## src/rtl/rmd_pkg.sv

```systemverilog
// Shared types, constants, step tables and round functions for the RIPEMD-160 core.
// Used by every module in rtl/.
package rmd_pkg;

    localparam int NUM_STEPS = 80;
    localparam int LEN_W     = 61;

    typedef logic [31:0] word_t;
    typedef logic [6:0]  step_t;

    localparam step_t       LAST_STEP      = step_t'(NUM_STEPS - 1);
    localparam logic [2:0]  FULL_BYTES     = 3'd4;
    localparam logic [2:0]  WORD_LAST      = 3'd4;
    localparam logic [3:0]  BLOCK_LAST     = 4'd15;
    // a pad byte in word 14 or 15 leaves no room for the length
    localparam logic [3:0]  PAD_LIMIT_WORD = 4'd13;
    localparam logic [3:0]  LEN_LO_WORD    = 4'd14;
    localparam word_t       PAD_WORD       = 32'h0000_0080;

    localparam word_t IV [5] = '{
        32'h6745_2301, 32'hefcd_ab89, 32'h98ba_dcfe, 32'h1032_5476, 32'hc3d2_e1f0
    };
    localparam word_t K_L [5] = '{
        32'h0000_0000, 32'h5a82_7999, 32'h6ed9_eba1, 32'h8f1b_bcdc, 32'ha953_fd4e
    };
    localparam word_t K_R [5] = '{
        32'h50a2_8be6, 32'h5c4d_d124, 32'h6d70_3ef3, 32'h7a6d_76e9, 32'h0000_0000
    };

    localparam logic [3:0] SEL_L [80] = '{
        0,1,2,3,4,5,6,7,8,9,10,11,12,13,14,15,
        7,4,13,1,10,6,15,3,12,0,9,5,2,14,11,8,
        3,10,14,4,9,15,8,1,2,7,0,6,13,11,5,12,
        1,9,11,10,0,8,12,4,13,3,7,15,14,5,6,2,
        4,0,5,9,7,12,2,10,14,1,3,8,11,6,15,13
    };
    localparam logic [3:0] SEL_R [80] = '{
        5,14,7,0,9,2,11,4,13,6,15,8,1,10,3,12,
        6,11,3,7,0,13,5,10,14,15,8,12,4,9,1,2,
        15,5,1,3,7,14,6,9,11,8,12,2,10,0,4,13,
        8,6,4,1,3,11,15,0,5,12,2,13,9,7,10,14,
        12,15,10,4,1,5,8,7,6,2,13,14,0,3,9,11
    };
    localparam logic [4:0] ROT_L [80] = '{
        11,14,15,12,5,8,7,9,11,13,14,15,6,7,9,8,
        7,6,8,13,11,9,7,15,7,12,15,9,11,7,13,12,
        11,13,6,7,14,9,13,15,14,8,13,6,5,12,7,5,
        11,12,14,15,14,15,9,8,9,14,5,6,8,6,5,12,
        9,15,5,11,6,8,13,12,5,12,13,14,11,8,5,6
    };
    localparam logic [4:0] ROT_R [80] = '{
        8,9,9,11,13,15,15,5,7,7,8,11,14,14,12,6,
        9,13,15,7,12,8,9,11,7,7,12,7,6,15,13,11,
        9,7,15,11,8,6,6,14,12,13,5,14,13,13,7,5,
        15,5,8,11,14,14,6,14,6,9,12,9,12,5,15,8,
        8,5,12,9,12,5,14,6,8,13,6,5,15,13,11,11
    };

    // one queued message word, already masked and padded if partial
    typedef struct packed {
        word_t      data;
        logic [2:0] nbytes;
        logic       last;
    } item_t;

    // how the compression unit sees the block words
    typedef struct packed {
        logic             mask_en;  // words above lim read as zero
        logic             len_en;   // words 14/15 read as bit length
        logic             zero_en;  // all data words read as zero
        logic [3:0]       lim;
        logic [LEN_W-1:0] len;
    } comp_cfg_t;

    typedef enum logic [3:0] {
        S_IDLE = 4'b0001,
        S_PAD  = 4'b0010,
        S_COMP = 4'b0100,
        S_OUT  = 4'b1000
    } back_state_t;

    typedef enum logic [1:0] {
        AFT_IDLE,
        AFT_PAD,
        AFT_ZERO,
        AFT_OUT
    } after_t;

    function automatic word_t rotl(input word_t v, input logic [4:0] n);
        logic [63:0] d;
        d = {v, v} << n;
        return d[63:32];
    endfunction

    function automatic word_t mix(input logic [2:0] g, input word_t x, input word_t y,
                                  input word_t z);
        word_t r;
        case (g)
            3'd0:    r = x ^ y ^ z;
            3'd1:    r = (x & y) | (~x & z);
            3'd2:    r = (x | ~y) ^ z;
            3'd3:    r = (x & z) | (y & ~z);
            default: r = x ^ (y | ~z);
        endcase
        return r;
    endfunction

endpackage

```

## src/rtl/rmd_front.sv

```systemverilog
// Front end: accepts message words, masks and pads a partial last word,
// and holds them in a two-entry queue. Depends on rmd_pkg.
module rmd_front (
    input  logic           clk,
    input  logic           rst_n,
    input  logic           in_valid,
    output logic           in_stall,
    input  logic [31:0]    data_word,
    input  logic [2:0]     byte_count,
    input  logic           last_word,
    output logic           q_valid,
    input  logic           q_take,
    output rmd_pkg::item_t q_item
);
    import rmd_pkg::*;

    item_t      slot_reg [2];
    logic       wp_reg, rp_reg;
    logic [1:0] cnt_reg;
    item_t      cls;
    logic       push, pop;

    // classify: only a last word may be partial; counts above four mean four
    always_comb
    begin
        cls.last   = last_word;
        cls.nbytes = (!last_word || byte_count > FULL_BYTES) ? FULL_BYTES : byte_count;
        case (cls.nbytes)
            3'd0:    cls.data = PAD_WORD;
            3'd1:    cls.data = {16'h0000, 8'h80, data_word[7:0]};
            3'd2:    cls.data = {8'h00, 8'h80, data_word[15:0]};
            3'd3:    cls.data = {8'h80, data_word[23:0]};
            default: cls.data = data_word;
        endcase
    end

    assign in_stall = cnt_reg[1];
    assign push     = in_valid && !in_stall;
    assign q_valid  = cnt_reg != 2'd0;
    assign pop      = q_valid && q_take;
    assign q_item   = slot_reg[rp_reg];

    // queue storage
    always_ff @(posedge clk)
    begin
        if (push)
        begin
            slot_reg[wp_reg] <= cls;
        end
    end

    // queue pointers
    always_ff @(posedge clk or negedge rst_n)
    begin
        if (!rst_n)
        begin
            wp_reg  <= 1'b0;
            rp_reg  <= 1'b0;
            cnt_reg <= 2'd0;
        end
        else
        begin
            if (push)
            begin
                wp_reg <= !wp_reg;
            end
            if (pop)
            begin
                rp_reg <= !rp_reg;
            end
            cnt_reg <= cnt_reg + 2'(push) - 2'(pop);
        end
    end

endmodule

```

## src/rtl/rmd_comp.sv

```systemverilog
// Compression unit: 16-word block memory, both lines advance one step per cycle,
// chaining value with final feed-forward. Depends on rmd_pkg.
module rmd_comp (
    input  logic                clk,
    input  logic                rst_n,
    input  logic                start,
    input  logic                reinit,
    input  rmd_pkg::comp_cfg_t  cfg,
    input  logic                wr_en,
    input  logic [3:0]          wr_addr,
    input  rmd_pkg::word_t      wr_data,
    output logic                done,
    output logic [4:0][31:0]    chain
);
    import rmd_pkg::*;

    word_t           mem [16];
    word_t           raw_l_reg, raw_r_reg;
    logic [3:0]      idx_l_reg, idx_r_reg;
    step_t           step_reg;
    logic            busy_reg, fin_reg, done_reg;
    word_t           al_reg, bl_reg, cl_reg, dl_reg, el_reg;
    word_t           ar_reg, br_reg, cr_reg, dr_reg, er_reg;
    logic [4:0][31:0] chain_reg;
    step_t           rd_step;
    logic [3:0]      rd_l, rd_r;
    logic [2:0]      grp, grp_r;
    word_t           x_l, x_r, t_l, t_r;

    // substitute padding zeros and the bit length for stale block words
    function automatic word_t blk_word(input logic [3:0] idx, input word_t raw,
                                       input comp_cfg_t c);
        word_t w;
        if (c.len_en && idx >= LEN_LO_WORD)
        begin
            w = (idx == LEN_LO_WORD) ? {c.len[28:0], 3'b000} : c.len[LEN_W-1:29];
        end
        else if (c.zero_en || (c.mask_en && idx > c.lim))
        begin
            w = '0;
        end
        else
        begin
            w = raw;
        end
        return w;
    endfunction

    // read one step ahead so block data arrives registered
    assign rd_step = (busy_reg && step_reg != LAST_STEP) ? step_reg + step_t'(1) : '0;
    assign rd_l    = SEL_L[rd_step];
    assign rd_r    = SEL_R[rd_step];

    // a word written in the start cycle is forwarded to the first read
    always_ff @(posedge clk)
    begin
        if (wr_en)
        begin
            mem[wr_addr] <= wr_data;
        end
        raw_l_reg <= (wr_en && wr_addr == rd_l) ? wr_data : mem[rd_l];
        raw_r_reg <= (wr_en && wr_addr == rd_r) ? wr_data : mem[rd_r];
        idx_l_reg <= rd_l;
        idx_r_reg <= rd_r;
    end

    // one step of each line
    always_comb
    begin
        grp   = step_reg[6:4];
        grp_r = 3'd4 - grp;
        x_l   = blk_word(idx_l_reg, raw_l_reg, cfg);
        x_r   = blk_word(idx_r_reg, raw_r_reg, cfg);
        t_l   = rotl(al_reg + mix(grp, bl_reg, cl_reg, dl_reg) + x_l + K_L[grp],
                     ROT_L[step_reg]) + el_reg;
        t_r   = rotl(ar_reg + mix(grp_r, br_reg, cr_reg, dr_reg) + x_r + K_R[grp],
                     ROT_R[step_reg]) + er_reg;
    end

    // working variables
    always_ff @(posedge clk)
    begin
        if (start)
        begin
            {al_reg, bl_reg, cl_reg, dl_reg, el_reg} <=
                {chain_reg[0], chain_reg[1], chain_reg[2], chain_reg[3], chain_reg[4]};
            {ar_reg, br_reg, cr_reg, dr_reg, er_reg} <=
                {chain_reg[0], chain_reg[1], chain_reg[2], chain_reg[3], chain_reg[4]};
        end
        else if (busy_reg)
        begin
            al_reg <= el_reg;
            el_reg <= dl_reg;
            dl_reg <= rotl(cl_reg, 5'd10);
            cl_reg <= bl_reg;
            bl_reg <= t_l;
            ar_reg <= er_reg;
            er_reg <= dr_reg;
            dr_reg <= rotl(cr_reg, 5'd10);
            cr_reg <= br_reg;
            br_reg <= t_r;
        end
    end

    // step sequencing and chaining value
    always_ff @(posedge clk or negedge rst_n)
    begin
        if (!rst_n)
        begin
            busy_reg  <= 1'b0;
            fin_reg   <= 1'b0;
            done_reg  <= 1'b0;
            step_reg  <= '0;
            chain_reg <= {IV[4], IV[3], IV[2], IV[1], IV[0]};
        end
        else
        begin
            done_reg <= fin_reg;
            fin_reg  <= 1'b0;
            if (start)
            begin
                busy_reg <= 1'b1;
                step_reg <= '0;
            end
            else if (busy_reg)
            begin
                step_reg <= step_reg + step_t'(1);
                if (step_reg == LAST_STEP)
                begin
                    busy_reg <= 1'b0;
                    fin_reg  <= 1'b1;
                end
            end
            if (fin_reg)
            begin
                chain_reg[0] <= chain_reg[1] + cl_reg + dr_reg;
                chain_reg[1] <= chain_reg[2] + dl_reg + er_reg;
                chain_reg[2] <= chain_reg[3] + el_reg + ar_reg;
                chain_reg[3] <= chain_reg[4] + al_reg + br_reg;
                chain_reg[4] <= chain_reg[0] + bl_reg + cr_reg;
            end
            else if (reinit)
            begin
                chain_reg <= {IV[4], IV[3], IV[2], IV[1], IV[0]};
            end
        end
    end

    assign done  = done_reg;
    assign chain = chain_reg;

endmodule

```

## src/rtl/rmd_back.sv

```systemverilog
// Back end: writes queued words into the block, sequences full-block and padding
// compressions, and streams the digest. Depends on rmd_pkg and rmd_comp.
module rmd_back (
    input  logic           clk,
    input  logic           rst_n,
    input  logic           q_valid,
    input  rmd_pkg::item_t q_item,
    output logic           q_take,
    output logic           out_valid,
    input  logic           out_stall,
    output logic [31:0]    digest_word,
    output logic [2:0]     word_index,
    output logic           digest_last
);
    import rmd_pkg::*;

    back_state_t      state_reg, state_next;
    after_t           after_reg, after_next;
    logic [3:0]       pos_reg, pos_next;
    logic [LEN_W-1:0] len_reg, len_next;
    logic             mask_reg, mask_next, lenen_reg, lenen_next, zero_reg, zero_next;
    logic [3:0]       lim_reg, lim_next;
    logic [2:0]       oidx_reg, oidx_next;
    logic             ov_reg, ov_next, olast_reg, olast_next;
    word_t            oword_reg, oword_next;
    logic [2:0]       oi_reg, oi_next;
    logic             start, reinit, wr_en, done;
    word_t            wr_data;
    comp_cfg_t        ccfg;
    logic [4:0][31:0] chain;

    assign ccfg = '{mask_en: mask_reg, len_en: lenen_reg, zero_en: zero_reg,
                    lim: lim_reg, len: len_reg};

    rmd_comp u_comp (
        .clk     (clk),
        .rst_n   (rst_n),
        .start   (start),
        .reinit  (reinit),
        .cfg     (ccfg),
        .wr_en   (wr_en),
        .wr_addr (pos_reg),
        .wr_data (wr_data),
        .done    (done),
        .chain   (chain)
    );

    // sequencer
    always_comb
    begin
        state_next = state_reg;
        after_next = after_reg;
        pos_next   = pos_reg;
        len_next   = len_reg;
        mask_next  = mask_reg;
        lenen_next = lenen_reg;
        zero_next  = zero_reg;
        lim_next   = lim_reg;
        oidx_next  = oidx_reg;
        ov_next    = ov_reg && out_stall;
        olast_next = olast_reg;
        oword_next = oword_reg;
        oi_next    = oi_reg;
        q_take     = 1'b0;
        start      = 1'b0;
        reinit     = 1'b0;
        wr_en      = 1'b0;
        wr_data    = q_item.data;
        case (state_reg)
            S_IDLE:
            begin
                if (q_valid)
                begin
                    q_take   = 1'b1;
                    wr_en    = 1'b1;
                    len_next = len_reg + LEN_W'(q_item.nbytes);
                    if (q_item.nbytes == FULL_BYTES)
                    begin
                        pos_next = pos_reg + 4'd1;
                        if (pos_reg == BLOCK_LAST)
                        begin
                            start      = 1'b1;
                            mask_next  = 1'b0;
                            lenen_next = 1'b0;
                            zero_next  = 1'b0;
                            after_next = q_item.last ? AFT_PAD : AFT_IDLE;
                            state_next = S_COMP;
                        end
                        else if (q_item.last)
                        begin
                            state_next = S_PAD;
                        end
                    end
                    else
                    begin
                        // partial last word carries its own pad byte
                        start      = 1'b1;
                        mask_next  = 1'b1;
                        zero_next  = 1'b0;
                        lim_next   = pos_reg;
                        lenen_next = pos_reg <= PAD_LIMIT_WORD;
                        after_next = (pos_reg <= PAD_LIMIT_WORD) ? AFT_OUT : AFT_ZERO;
                        state_next = S_COMP;
                    end
                end
            end
            S_PAD:
            begin
                wr_en      = 1'b1;
                wr_data    = PAD_WORD;
                start      = 1'b1;
                mask_next  = 1'b1;
                zero_next  = 1'b0;
                lim_next   = pos_reg;
                lenen_next = pos_reg <= PAD_LIMIT_WORD;
                after_next = (pos_reg <= PAD_LIMIT_WORD) ? AFT_OUT : AFT_ZERO;
                state_next = S_COMP;
            end
            S_COMP:
            begin
                if (done)
                begin
                    case (after_reg)
                        AFT_PAD:  state_next = S_PAD;
                        AFT_ZERO:
                        begin
                            // length-only block
                            start      = 1'b1;
                            mask_next  = 1'b0;
                            zero_next  = 1'b1;
                            lenen_next = 1'b1;
                            after_next = AFT_OUT;
                        end
                        AFT_OUT:
                        begin
                            oidx_next  = '0;
                            state_next = S_OUT;
                        end
                        default:  state_next = S_IDLE;
                    endcase
                end
            end
            S_OUT:
            begin
                if (!ov_reg || !out_stall)
                begin
                    ov_next    = 1'b1;
                    oword_next = chain[oidx_reg];
                    oi_next    = oidx_reg;
                    olast_next = oidx_reg == WORD_LAST;
                    if (oidx_reg == WORD_LAST)
                    begin
                        reinit     = 1'b1;
                        pos_next   = '0;
                        len_next   = '0;
                        state_next = S_IDLE;
                    end
                    else
                    begin
                        oidx_next = oidx_reg + 3'd1;
                    end
                end
            end
            default: state_next = S_IDLE;
        endcase
    end

    always_ff @(posedge clk or negedge rst_n)
    begin
        if (!rst_n)
        begin
            state_reg <= S_IDLE;
            after_reg <= AFT_IDLE;
            pos_reg   <= '0;
            len_reg   <= '0;
            mask_reg  <= 1'b0;
            lenen_reg <= 1'b0;
            zero_reg  <= 1'b0;
            lim_reg   <= '0;
            oidx_reg  <= '0;
            ov_reg    <= 1'b0;
        end
        else
        begin
            state_reg <= state_next;
            after_reg <= after_next;
            pos_reg   <= pos_next;
            len_reg   <= len_next;
            mask_reg  <= mask_next;
            lenen_reg <= lenen_next;
            zero_reg  <= zero_next;
            lim_reg   <= lim_next;
            oidx_reg  <= oidx_next;
            ov_reg    <= ov_next;
        end
    end

    // output payload
    always_ff @(posedge clk)
    begin
        oword_reg <= oword_next;
        oi_reg    <= oi_next;
        olast_reg <= olast_next;
    end

    assign out_valid   = ov_reg;
    assign digest_word = oword_reg;
    assign word_index  = oi_reg;
    assign digest_last = olast_reg;

endmodule

```

## src/rtl/ripemd160_hash_core.sv

```systemverilog
// RIPEMD-160 hash core top level: front queue plus compression back end.
// Depends on rmd_pkg, rmd_front, rmd_back.
//
// Input channel (in_valid/in_stall): one little-endian message word per item,
// first byte in bits 7:0. byte_count is used only with last_word set (0..4,
// larger means 4); unused bytes of a partial last word are ignored.
// Output channel (out_valid/out_stall): after the last word, five items carry
// the digest words, word_index 0..4, digest_last on the fifth.
// A two-entry queue separates the input from the compression engine.
// Flow: a word that does not complete a block is written straight into the
// block; the sixteenth word of a block starts an 80-step compression (one
// step of both lines per cycle) plus feed-forward and handoff, during which
// no further word is taken. The last word adds one or two compressions and
// then the five digest items.
// A stalled output holds its word; the engine waits and the queue backs up to
// raise in_stall. Reset clears the queue, the length and the block position
// and loads the standard initial value; after each digest the core restarts.
module ripemd160_hash_core (
    input  logic        clk,
    input  logic        rst_n,
    input  logic        in_valid,
    output logic        in_stall,
    input  logic [31:0] data_word,
    input  logic [2:0]  byte_count,
    input  logic        last_word,
    output logic        out_valid,
    input  logic        out_stall,
    output logic [31:0] digest_word,
    output logic [2:0]  word_index,
    output logic        digest_last
);
    import rmd_pkg::*;

    logic  q_valid, q_take;
    item_t q_item;

    rmd_front u_front (
        .clk        (clk),
        .rst_n      (rst_n),
        .in_valid   (in_valid),
        .in_stall   (in_stall),
        .data_word  (data_word),
        .byte_count (byte_count),
        .last_word  (last_word),
        .q_valid    (q_valid),
        .q_take     (q_take),
        .q_item     (q_item)
    );

    rmd_back u_back (
        .clk         (clk),
        .rst_n       (rst_n),
        .q_valid     (q_valid),
        .q_item      (q_item),
        .q_take      (q_take),
        .out_valid   (out_valid),
        .out_stall   (out_stall),
        .digest_word (digest_word),
        .word_index  (word_index),
        .digest_last (digest_last)
    );

    // engine only pops a present entry
    a_take_valid: assert property (@(posedge clk) disable iff (!rst_n)
        q_take |-> q_valid)
        else $error("queue popped while empty");

    // only a last word may be partial
    a_partial_last: assert property (@(posedge clk) disable iff (!rst_n)
        (q_valid && q_item.nbytes != FULL_BYTES) |-> (q_item.last && q_item.nbytes < FULL_BYTES))
        else $error("partial word not marked last");

    // final flag matches the fifth digest word
    a_last_index: assert property (@(posedge clk) disable iff (!rst_n)
        out_valid |-> (digest_last == (word_index == WORD_LAST)))
        else $error("digest_last out of step with word_index");

endmodule

```

## config.mk

```make
export PLATFORM = sky130hd
export DESIGN_NAME = ripemd160_hash_core
export DESIGN_NICKNAME = d
export VERILOG_FILES = /design/src/rtl/rmd_pkg.sv /design/src/rtl/rmd_front.sv /design/src/rtl/rmd_comp.sv /design/src/rtl/rmd_back.sv /design/src/rtl/ripemd160_hash_core.sv
export SDC_FILE = /design/constraint.sdc
export NUM_CORES = 2
export LEC_CHECK = 0
export BUFFER_PORTS_ARGS = -buffer_cell sky130_fd_sc_hd__buf_2
export CORE_ASPECT_RATIO = 0.6
export CORE_UTILIZATION = 32
export CTS_CLUSTER_DIAMETER = 150
export DETAILED_ROUTE_END_ITERATION = 8
export PLACE_DENSITY = 0.48
export SLEW_MARGIN = 20
export SYNTH_ARGS = -nofsm -noshare
export SYNTH_HDL_FRONTEND = slang
export SYNTH_SLANG_ARGS = --single-unit
```

## constraint.sdc

```tcl
create_clock -name clk -period 25.4 [get_ports clk]
set_input_delay 1.27 -clock clk [delete_from_list [all_inputs] [get_ports clk]]
set_output_delay 1.27 -clock clk [all_outputs]
set_load 0.02 [all_outputs]
```

Word-level counts from Yosys, hierarchy flattened
Memories as Yosys holds them, arrays and structs flattened. A register that Yosys moved wholly into a read port is not among the register bits.
Index checks and enable logic that the tools add are counted.

word-level totals
  flip-flop bits (word level) = 620
  memory bits (writable) = 584
  ROM bits = 2816
  bits of input ports = 40
  output and inout port bits = 38
  memories = 8

operators by class
  add/subtract/negate cells = 25
  magnitude comparators = 10
  eq/ne operators = 35
  shift operators = 2
  mux-type cells = 122
  bitwise gates (word level) = 33
  reduce and logical (&&, ||, !) cells = 35

memory list
  memory             depth  width  rd ports  clocked after Yosys merged registers in  write ports  RTL line        RTL
  (name not given)   128    5      1         0                                        0            rmd_comp.sv:77  ROT_R[step_reg]) + er_reg;
  (name not given)   128    5      1         0                                        0            rmd_comp.sv:75  ROT_L[step_reg]) + el_reg;
  (name not given)   128    4      1         0                                        0            rmd_comp.sv:52  assign rd_r = SEL_R[rd_step];
  (name not given)   128    4      1         0                                        0            rmd_comp.sv:51  assign rd_l = SEL_L[rd_step];
  u_back.u_comp.mem  16     32     2         2                                        1            rmd_comp.sv:17  word_t mem [16];
  (name not given)   8      32     1         0                                        0            rmd_comp.sv:76  t_r = rotl(ar_reg + mix(grp_r, br_reg, cr_reg, dr_reg) + x_r + K_R[grp],
  +2 memories        -      -      -         -                                        -            -

operator list
  operator            number
  $mux 32             32
  $add 32x32->32      18
  $pmux 32 s4         3
  $mux 160            2
  $and 32x32->32      8
  $or 32x32->32       8
  $xor 32x32->32      8
  $not 32->32         6
  $mux 61             3
  $shl 64x5->64       2
  $pmux 61 s2         1
  $bmux 32 s3         1
  $mux 4              17
  $add 61x3->61       1
  $mux 1              35
  $mux 7              3
  $mux 5              4
  $eq 3x2->1 const B  6
  $eq 4x4->1 const B  4
  $ge 8x8->1 const B  2
  $not 7->8           2
  $pmux 4 s2          2
  $pmux 4 s4          1
  $mux 3              5
  other kinds (42)    88

Logic depth before layout (Yosys ltp)
  depth after elaboration = 11
  gate-level depth with buffers = 48
  mapped depth without buffers = 44

By module
Synthesis repeated with hierarchy kept, for this count alone.

unflattened totals
  cells, all modules = 7768
  area total of the unflattened synthesis = 84921.4 um^2

modules (own cells, without submodules)
  module     instances  cells each  area an instance (um^2)  seq. area each (um^2)
  rmd_comp   1          6849        74687.9                  29498.3
  rmd_back   1          746         7075.5                   3134.3
  rmd_front  1          173         3158.0                   2262.2

Worst setup path after synthesis
Ideal clock, no wire load.

  path kind = register to register
  start point = register u_front.rp_reg
  end point = register u_back.u_comp.al_reg[0], enable pin
  arrival time = 7.507 ns
  required time = 22.999 ns
  setup slack = 15.493 ns
  cell stages (with the launch flop) = 8
  period minus slack after synthesis = 9.907 ns
  path through = dfrtp_1 > clkbuf_1 > mux2_2 > nor3b_1 > nand2_1 > a221oi_1 > buf_6 > nand2b_1

on the way
  cells in the longest elaborated chain, start to end = 6

RTL lines
  element                      RTL line         RTL
  from (decl)                  rmd_front.sv:18  logic wp_reg, rp_reg;
  from (signal assigned)       rmd_front.sv:69  rp_reg <= !rp_reg;
  $mem_v2 2x36                 -
  $eq 3x3->1                   rmd_back.sv:77   if (q_item.nbytes == FULL_BYTES)
  $mux 1                       rmd_back.sv:77
  $mux 1                       rmd_back.sv:72   if (q_valid)
  $pmux 1 s3                   rmd_back.sv:69   case (state_reg)
  $reduce_bool 2->1 (no line)  -
  to (signal assigned)         rmd_comp.sv:85   {al_reg, bl_reg, cl_reg, dl_reg, el_reg} <=
  to (signal assigned)         rmd_comp.sv:92   al_reg <= el_reg;
  to (decl)                    rmd_comp.sv:22   word_t al_reg, bl_reg, cl_reg, dl_reg, el_reg;

Every way passes these cells.
A chain may end at the register's enable or synchronous reset.

Worst setup path after layout
  start point = register u_back.u_comp.step_reg[6]
  end point = register u_back.u_comp.br_reg[31], data pin

on the way
  cells in the longest elaborated chain, start to end = 10

RTL lines
  element                                   RTL line         RTL
  from (decl)                               rmd_comp.sv:20   step_t step_reg;
  from (signal assigned)                    rmd_comp.sv:127  step_reg <= step_reg + step_t'(1);
  $sub 3x3->3                               rmd_comp.sv:71   grp_r = 3'd4 - grp;
  $eq 3x2->1, or another cell as far along  rmd_pkg.sv:98    case (g)
  $pmux 32 s4                               rmd_pkg.sv:98
  $add 32x32->32 (3 in a row)               rmd_comp.sv:76
  $shl 64x5->64 (*)                         rmd_pkg.sv:91    d = {v, v} << n;
  $add 32x32->32 (*)                        rmd_comp.sv:77
  $mux 32 (*)                               rmd_comp.sv:90   else if (busy_reg)
  $mux 32 (*)                               rmd_comp.sv:83   if (start)
  to (signal assigned)                      rmd_comp.sv:87   {ar_reg, br_reg, cr_reg, dr_reg, er_reg} <=
  to (signal assigned)                      rmd_comp.sv:101  br_reg <= t_r;
  to (decl)                                 rmd_comp.sv:23   word_t ar_reg, br_reg, cr_reg, dr_reg, er_reg;

Mark *: on every way between the ends. The rest lies on a longest branch, timed or not. The select of a mux whose other input is x is not followed.

==> results.txt <==
Slew Limit Headroom = 0.0920
Max cap viols = 0
Initial antenna violation count = 20
CTS Buf Count = 138
Syn nets = 8282
Final Core Density = 0.358
Worst path buffer plus inverter count = 5
Period utilization = 0.520
Hold_buf cts = 0
Max Fanout on Critical Path = 24
Longest Clk Path Bufs = 4
WP data required = 25.95 ns
Core box area = 0.258 mm²
Mean Syn Cell Area = 11.0 µm²
I/O Buffers = 77
Number of synthesized flops with an enable pin = 940
Commonest cells after routing, fill and taps aside = nand2_1, edfxtp_1, o21ai_0, inv_1, ha_1
Share of cells above drive strength 1 = 0.130
Initial core utilization = 0.323
Final net count = 8242
Warnings from Yosys = 0
CTS H-Tree Depth = 4
Height of the die = 398 µm
Delay of the slowest critical-path stage = 0.98 ns
Clk Latency, worst-skew pair = 0.84 ns
Post-Synthesis Cells = 7569
Routability cong. = 0.975
Vias in the first global route = 60700
TritonRoute pass-1 iters = 6
Number of library cell types mapped by synthesis = 100
Slowest CP cell = dfrtp_1
Outcome = completed
HP Class = input port to async pin
Final min period = 13.21 ns
TritonCTS clock tree = built
Main synth FF type = edfxtp_1
Clock Root Buffer = clkbuf_16
Clock skew = 0.0833 ns
Mapped cell area = 0.0835 mm²
Fin Setup TNS = 0 ns
Sink Count = 1204
Post-synthesis async set-or-reset flop share = 0.213
Vias per inst = 5.89
Worst slew pin tran = 1.32 ns
Worst setup EP type = register
Max FFs per register = 512
Maximum clock frequency = 75.7 MHz
Pins Over Slew Limit = 0
Hold Vio Cnt, Final = 0
Largest net degree at the start of global routing = 101
Startpoint Class = register
# rows = 144
Synth top area share = 0.338
Post-Route WL = 347 mm
Most common cell after layout, fill and taps aside = nand2_1
DIE AREA = 0.263 mm²
Wire per inst = 31.4 µm
Hold_ws = 0.453 ns
Tot GR Track Use = 0.261
Yosys reg bits = 1204
RSZ-0062 raised after global routing = no
Num ports = 78
Top cells by area, synth = edfxtp_1, mux4_2, fa_1, ha_1, dfrtp_1
Place WS = 12.83 ns
Crit Path Class = register to register
Fin worst setup slack = 12.19 ns
WP data arrival = 13.77 ns
First-pass GRT wire length = 484 mm
Vias = 65100
Sequential fraction of the synthesis area = 0.418
Drt first-iter violations = 9303
Setup violators final = 0
Area grow syn2layout = 10.8%
Post-CTS sizing = 0
Area leader, netlist = edfxtp_1
Post-DRT Antenna Nets = 0
Drt drc = 0
Die width = 661 µm
Final HPWL DP = 266 mm
Post-CTS setup buffer count = 0
Clock slew at reported path FFs = 0.07 ns
CP top delay family = compound AO/OA/AOI/OAI gates
Total grt overflow = 0
-- through the flow --
stage | instances | area, µm²
final | 11100 | 92500
after global placement | 10800 | 88000
after floorplan | 7569 | 83500
after global routing | 11100 | 92500
after detailed placement | 10800 | 88000
after CTS | 11100 | 92400
-- Yosys cell counts, types with 54 or more instances --
cell and number:
nand3_1 103, nor3_1 113, fa_1 285, nor2_1 398, clkbuf_1 317, nand2_1 1022
o22ai_1 130, mux2i_1 253, dfrtp_1 175, a221oi_1 68, nor2b_1 120, inv_1 430
ha_1 388, o2bb2ai_1 54, edfxtp_1 940, xor2_1 273, mux4_2 353, o21ai_0 586
dfstp_2 81, a21o_1 105, xnor2_1 232, a21oi_1 354
-- path summary, 6_finish.rpt --
| kind | from | to | slack, ns | depth (start not counted) |
|---|---|---|---|---|
| min in group clk | u_back.lim_reg[1] | u_back.lim_reg[1] | 0.48 | 2 |
| worst min-delay path | rst_n | u_back.u_comp.chain[34] | 0.45 | 1 |
| worst max-delay path | u_back.u_comp.step_reg[6] | u_back.u_comp.br_reg[31] | 12.19 | 40 |
| max in group asynchronous | rst_n | u_back.u_comp.fin_reg | 22.80 | 3 |
| worst min register to register | u_back.lim_reg[1] | u_back.lim_reg[1] | 0.48 | 2 |
| worst max register to register | u_back.u_comp.step_reg[6] | u_back.u_comp.br_reg[31] | 12.19 | 40 |
-- metal layers --
| metal | vias up | track usage | part of all wire |
|---|---|---|---|
| met5 | - | 0 | 0.00013 |
| met4 | 8 | 0.0462 | 0.018 |
| met3 | 375 | 0.0785 | 0.13 |
| met2 | 3722 | 0.311 | 0.35 |
| met1 | 33400 | 0.441 | 0.50 |
| li1 | 27700 | - | - |
-- cell families (layout without fill, tap and decap cells) --
family                   count (synthesis)  in the layout  share of synthesized area
XOR/XNOR                               505            505                     0.0530
AND/OR/NAND/NOR                       1998           1998                      0.105
adder cells (fa/ha/maj)                673            673                      0.127
flip-flops                            1204           1204                      0.418
buffers and inverters                  829            889                     0.0384
other                                    0              5                          0
AO/OA/AOI/OAI                         1728           1728                      0.130
multiplexers                           632            632                      0.129
-- worst reg2reg max path: cells and delay by family (launching register included) --
kind / cells / cell delay, ns
compound gates: 18 / 5.30
mux: 3 / 0.80
buf+inv: 5 / 1.03
simple gates: 7 / 1.86
xor+xnor: 2 / 0.70
flops: 1 / 0.98
fa+ha+maj: 5 / 2.26
-- area by class of cell --
type / instances / area, µm²
antenna: 5 / 12.5
multi-input combinational: 5536 / 45700
timing repair buffer: 213 / 1450
clock buffer: 180 / 3760
sequential: 1204 / 34900
clock inverter: 60 / 702
tap: 3431 / 4290
fill: 25500 / 166000
inverter: 436 / 1640
Power is left out: the tool's default activity adds up to more than one toggle a clock period on the data nets, which glitch-free logic cannot reach.
